### src/hw/rtl/tkps_pkg.sv
// ----------------------------------------------------------------------------
// tkps_pkg
// Shared types and constants for the top-k priority select block: field
// layouts of the stream words, controller command and status groups.
// ----------------------------------------------------------------------------
package tkps_pkg;

    // Default sizing
    localparam int MAX_ENTRIES_DEF = 64;
    localparam int TOP_K_DEF       = 8;

    // Places in the ranked list that the output fields can carry
    localparam int OUT_PLACES = 8;

    // Field widths
    localparam int ID_W    = 64;
    localparam int TIME_W  = 32;
    localparam int PRIO_W  = 16;
    localparam int INDEX_W = 6;
    localparam int RANK_W  = 3;
    localparam int COUNT_W = 4;
    localparam int SHOWN_W = 4;

    // Reset value of max_shown
    localparam logic [SHOWN_W-1:0] MAX_SHOWN_RST = 4'd8;

    // Input tdata, last field in the lowest bits
    typedef struct packed {
        logic [TIME_W-1:0]        current_time;
        logic signed [PRIO_W-1:0] priority_req;
        logic [TIME_W-1:0]        expiry_time;
        logic [ID_W-1:0]          entry_id;
    } tkps_in_t;

    localparam int IN_TDATA_W = $bits(tkps_in_t);

    // Output tdata, last field in the lowest bits, padded to whole bytes
    typedef struct packed {
        logic [2:0]         pad;
        logic [COUNT_W-1:0] selected_count;
        logic [RANK_W-1:0]  rank;
        logic [ID_W-1:0]    selected_id;
        logic [INDEX_W-1:0] entry_index;
    } tkps_out_t;

    localparam int OUT_TDATA_W = $bits(tkps_out_t);

    // Output tuser: none_selected in bit 0, list_overflow in bit 1
    typedef struct packed {
        logic list_overflow;
        logic none_selected;
    } tkps_user_t;

    localparam int OUT_TUSER_W = $bits(tkps_user_t);

    // One stored entry
    typedef struct packed {
        logic signed [PRIO_W-1:0] prio;
        logic [TIME_W-1:0]        expiry;
        logic [ID_W-1:0]          id;
    } tkps_entry_t;

    localparam int ENTRY_W = $bits(tkps_entry_t);

    // Controller to datapath
    typedef struct packed {
        logic load_en;    // take input items into the store
        logic sel_start;  // clear the ranked list, point at entry 0
        logic cap;        // capture the entry under test
        logic rd_j;       // read a later entry for the duplicate scan
        logic j_inc;      // advance the duplicate scan
        logic i_inc;      // advance to the next entry under test
        logic insert;     // insert the entry under test into the ranked list
        logic emit;       // load the output register with one result
    } tkps_cmd_t;

    // Datapath to controller
    typedef struct packed {
        logic load_last;  // item marked last accepted
        logic empty;      // nothing loaded
        logic skip;       // entry just read has id zero or is expired
        logic dup;        // later entry just read carries the same id
        logic last_i;     // entry under test is the final loaded entry
        logic last_j;     // scan pointer is at the final loaded entry
        logic out_free;   // output register can take a result
        logic emit_last;  // next result is the final one of the run
    } tkps_status_t;

endpackage

### src/hw/rtl/tkps_ctrl.sv
// ----------------------------------------------------------------------------
// tkps_ctrl
// Sequencer for load, filter, duplicate scan, ranked insertion and emit.
// ----------------------------------------------------------------------------
module tkps_ctrl (
    input  logic                   aclk,
    input  logic                   aresetn,
    input  tkps_pkg::tkps_status_t st,
    output tkps_pkg::tkps_cmd_t    cmd
);
    import tkps_pkg::*;

    typedef enum logic [7:0] {
        ST_LOAD  = 8'b0000_0001,
        ST_START = 8'b0000_0010,
        ST_RD_I  = 8'b0000_0100,
        ST_CAP   = 8'b0000_1000,
        ST_RD_J  = 8'b0001_0000,
        ST_CMP_J = 8'b0010_0000,
        ST_INS   = 8'b0100_0000,
        ST_EMIT  = 8'b1000_0000
    } state_t;

    state_t state_reg;
    state_t state_next;

    // State register
    always_ff @(posedge aclk) begin
        if (!aresetn) begin
            state_reg <= ST_LOAD;
        end else begin
            state_reg <= state_next;
        end
    end

    // Next state and commands
    always_comb begin
        state_next = state_reg;
        cmd        = '0;
        unique case (state_reg)
            ST_LOAD: begin
                cmd.load_en = 1'b1;
                if (st.load_last) begin
                    state_next = ST_START;
                end
            end
            ST_START: begin
                cmd.sel_start = 1'b1;
                state_next    = st.empty ? ST_EMIT : ST_RD_I;
            end
            ST_RD_I: begin
                // store read of the entry under test is in flight
                state_next = ST_CAP;
            end
            ST_CAP: begin
                cmd.cap = 1'b1;
                if (st.skip) begin
                    cmd.i_inc  = 1'b1;
                    state_next = st.last_i ? ST_EMIT : ST_RD_I;
                end else if (st.last_i) begin
                    state_next = ST_INS;
                end else begin
                    state_next = ST_RD_J;
                end
            end
            ST_RD_J: begin
                cmd.rd_j   = 1'b1;
                state_next = ST_CMP_J;
            end
            ST_CMP_J: begin
                if (st.dup) begin
                    // a later entry replaces this one
                    cmd.i_inc  = 1'b1;
                    state_next = st.last_i ? ST_EMIT : ST_RD_I;
                end else if (st.last_j) begin
                    state_next = ST_INS;
                end else begin
                    cmd.j_inc  = 1'b1;
                    state_next = ST_RD_J;
                end
            end
            ST_INS: begin
                cmd.insert = 1'b1;
                cmd.i_inc  = 1'b1;
                state_next = st.last_i ? ST_EMIT : ST_RD_I;
            end
            ST_EMIT: begin
                if (st.out_free) begin
                    cmd.emit = 1'b1;
                    if (st.emit_last) begin
                        state_next = ST_LOAD;
                    end
                end
            end
            default: begin
                state_next = ST_LOAD;
            end
        endcase
    end

endmodule

### config.mk
export PLATFORM = sky130hd
export DESIGN_NAME = tkps_ctrl
export DESIGN_NICKNAME = d
export VERILOG_FILES = /design/src/hw/rtl/tkps_pkg.sv /design/src/hw/rtl/tkps_ctrl.sv
export SDC_FILE = /design/constraint.sdc
export NUM_CORES = 1
export LEC_CHECK = 0
export ABC_AREA = 1
export BUFFER_PORTS_ARGS = -buffer_cell sky130_fd_sc_hd__clkbuf_2
export CAP_MARGIN = 20
export CORE_AREA = 2 2 39 41
export CTS_CLUSTER_DIAMETER = 30
export DETAILED_ROUTE_END_ITERATION = 8
export DIE_AREA = 0 0 41 43
export PLACE_DENSITY = 0.78
export SLEW_MARGIN = 15
export SYNTH_ARGS = -nofsm -noshare
export SYNTH_HDL_FRONTEND = slang
export SYNTH_SLANG_ARGS = --single-unit
export TNS_END_PERCENT = 20
### constraint.sdc
create_clock -name aclk -period 2.1 [get_ports aclk]
set_clock_uncertainty 0.05 [all_clocks]
set_input_delay 0 -clock aclk [delete_from_list [all_inputs] [get_ports aclk]]
set_output_delay 0 -clock aclk [all_outputs]
set_load 0.03 [all_outputs]
==> results.yml <==
cts:
  cts_max_level: 1
  cts_tree: "done"
  ctsHoldBuffers: 3
  cts_resized: 0
  clk_pin_slew_ps: 60
  cts_buffer_depth: 2
  clkLatencyLatePin_ps: 260
  cts_buffers: 3
  clock-sinks: 8
  cts-root-buf: "clkbuf_4"
  cts_setup_buffers: 0
critical_path:
  start_kind: "flip-flop"
  crit_required_ps: 2050
  slowest_stage: "dfxtp_1"
  max_stage_delay_ps: 390
  crit_type: "flip-flop to primary output"
  cp.arrival_ps: 1430
  timing.rr.end: "state_reg[0]"
  ff2ff_setup_slack_ps: 860
  critPathCapture: "cmd[2]"
  path_cells: "nand2_1, nor3_4, nand2_1, o211ai_1, clkbuf_2"
  startpoint: "state_reg[3]"
  crit_path_frequent_cell: "nand2_1"
  r2r_cells: 8
  reg2reg_from: "state_reg[6]"
  worstSetupEndpointType: "primary output"
  cp_max_fo: 5
die:
  die_h_um: 43
  die_w_um: 41
  coreArea_um2: 1380
  rows: 14
  die_area_um2: 1760
  start_util_pct: 43.2
  num_io_pins: 18
outcome:
  status: "finished with violations"
  violations: "hold timing"
layout:
  nFillCells: 136
  area_growth_pct: 26.4
  insertedDiodeCount: 0
  largest_reg_flops: 8
  drive_gt1_share_pct: 25.2
  layout.nets: 139
route:
  vias: 699
  drt_iter0_markers: 21
  dr.pass1.iters: 4
  wl_per_cell_um: 9.61
  wl_um: 1370
  viasPerCell: 4.89
  ant_nets: 0
  drc: 0
power_and_ir_drop:
  p_per_area_nw_per_um2: 516
  p_leak_nw: 0.434
  peakVddDrop_uv: 224
timing:
  period_share_pct: 70.5
  min_period_ps: 1480
  setup-tns-final_ps: 0
  finalSetupViolCount: 0
  relSlewSlack_pct: 84.7
  maxSlewViolCount: 0
  hold_viol: 1
  whs_ps: -3.58
  rsz0062_at_grt: "no"
  timing.final.ws_setup_ps: 619
  worst_pin_slew_ps: 229
  fmax_mhz: 675
yosys:
  synth-seq-area-share_pct: 26.8
  synthesis.nets: 114
  syn-cell-area_um2: 598
  ys_ff_latch: 8
  yosysWarnings: 0
  synth.distinct_cells: 17
  syn_avg_cell_area_um2: 5.75
  synthCells: 104
min_path:
  min_path_type: "input port to flip-flop"
global_route:
  grt_pass1_vias: 570
  antenna_found_initial: 0
  overflow: 0
  grt_pass1_wl_um: 2160
  grt.total_usage_pct: 17.8
  grt_max_degree: 8
flow_run:
  drv_cap: 0
placed_design:
  place_congestion: 0.827
  hpwl_um: 1120
  io_buffers: 17
  dp_slack_ps: 866
[kinds of logic after synthesis]
kind of cell / Yosys count / share of synthesized area [%]
buffers and inverters: 23 / 14.4
and+or+nand+nor: 68 / 54.2
AOI/OAI and AO/OA: 5 / 4.60
DFF: 8 / 26.8
[power by group]
| part | total [mW] | internal [mW] | switching, mW |
|---|---|---|---|
| clock network | 0.123 | 0.0657 | 0.0569 |
| logic | 0.102 | 0.0357 | 0.0660 |
| registers | 0.166 | 0.158 | 0.00744 |
[routing by layer]
layer	up-vias	share of wire [%]	GRT usage, %
met3	5	5.2	1.57
met4	0	2.3	10.0
met1	303	48	25.2
li1	371	-	-
met5	-	0	0
met2	20	44	25.3
[cells in the mapped netlist (all sizes together)]
cell    instances  area [um2]
dfxtp           8         160
and3            1        6.26
o211ai          1        7.51
a21oi           3        15.0
o21ai           1        5.00
nand3b          2        15.0
inv            22        82.6
nand2          23        91.3
nand4           3        18.8
nor3            1        16.3
nor2           23         101
clkinv          1        3.75
nand3          15        75.1
[how the worst min path moves through the flow]
stage	start	end	slack [ps]	cells past startpoint
after floorplan	aresetn	state_reg[0]	30	1
after global placement	aresetn	state_reg[0]	150	2
after detailed placement	aresetn	state_reg[0]	160	2
after CTS	st[3]	state_reg[6]	4	3
after global routing	st[3]	state_reg[6]	20	3
final	st[3]	state_reg[6]	-4	3
[cells in the final DEF (no fill, tap or decap), drive strengths merged]
cell          n
nand2        23
nor2         23
inv          22
clkbuf       20
nand3        15
dfxtp         8
a21oi         3
nand4         3
dlygate4sd3   3
nand3b        2
nor3          1
o211ai        1
and3          1
clkinv        1
o21ai         1
[through the flow]
step / util, % / cell area [um2] / power, mW / instances
after detailed placement: 50.8 / 703 / 0.266 / 137
final: 54.6 / 756 / 0.390 / 143
after global placement: 50.8 / 703 / 0.264 / 137
after CTS: 54.6 / 756 / 0.389 / 143
after floorplan: - / 598 / 0.237 / 104
after global routing: 54.6 / 756 / 0.407 / 143
[worst max-delay path, delay by kind of cell, from the launching register on]
family / cells / cell delay (ps)
compound gates: 1 / 80
simple gates: 3 / 470
buf+inv: 1 / 230
flops: 1 / 390
[final cells by class]
class | instances | area, um2 | share of cell area, %
Timing Repair Buffer | 20 | 115 | 15.2
Clock buffer | 3 | 22.5 | 2.98
Tap cell | 16 | 20.0 | 2.65
Multi-Input combinational cell | 73 | 352 | 46.5
Sequential cell | 8 | 160 | 21.2
Inverter | 23 | 86.3 | 11.4
(Power assumes the default switching activity.)
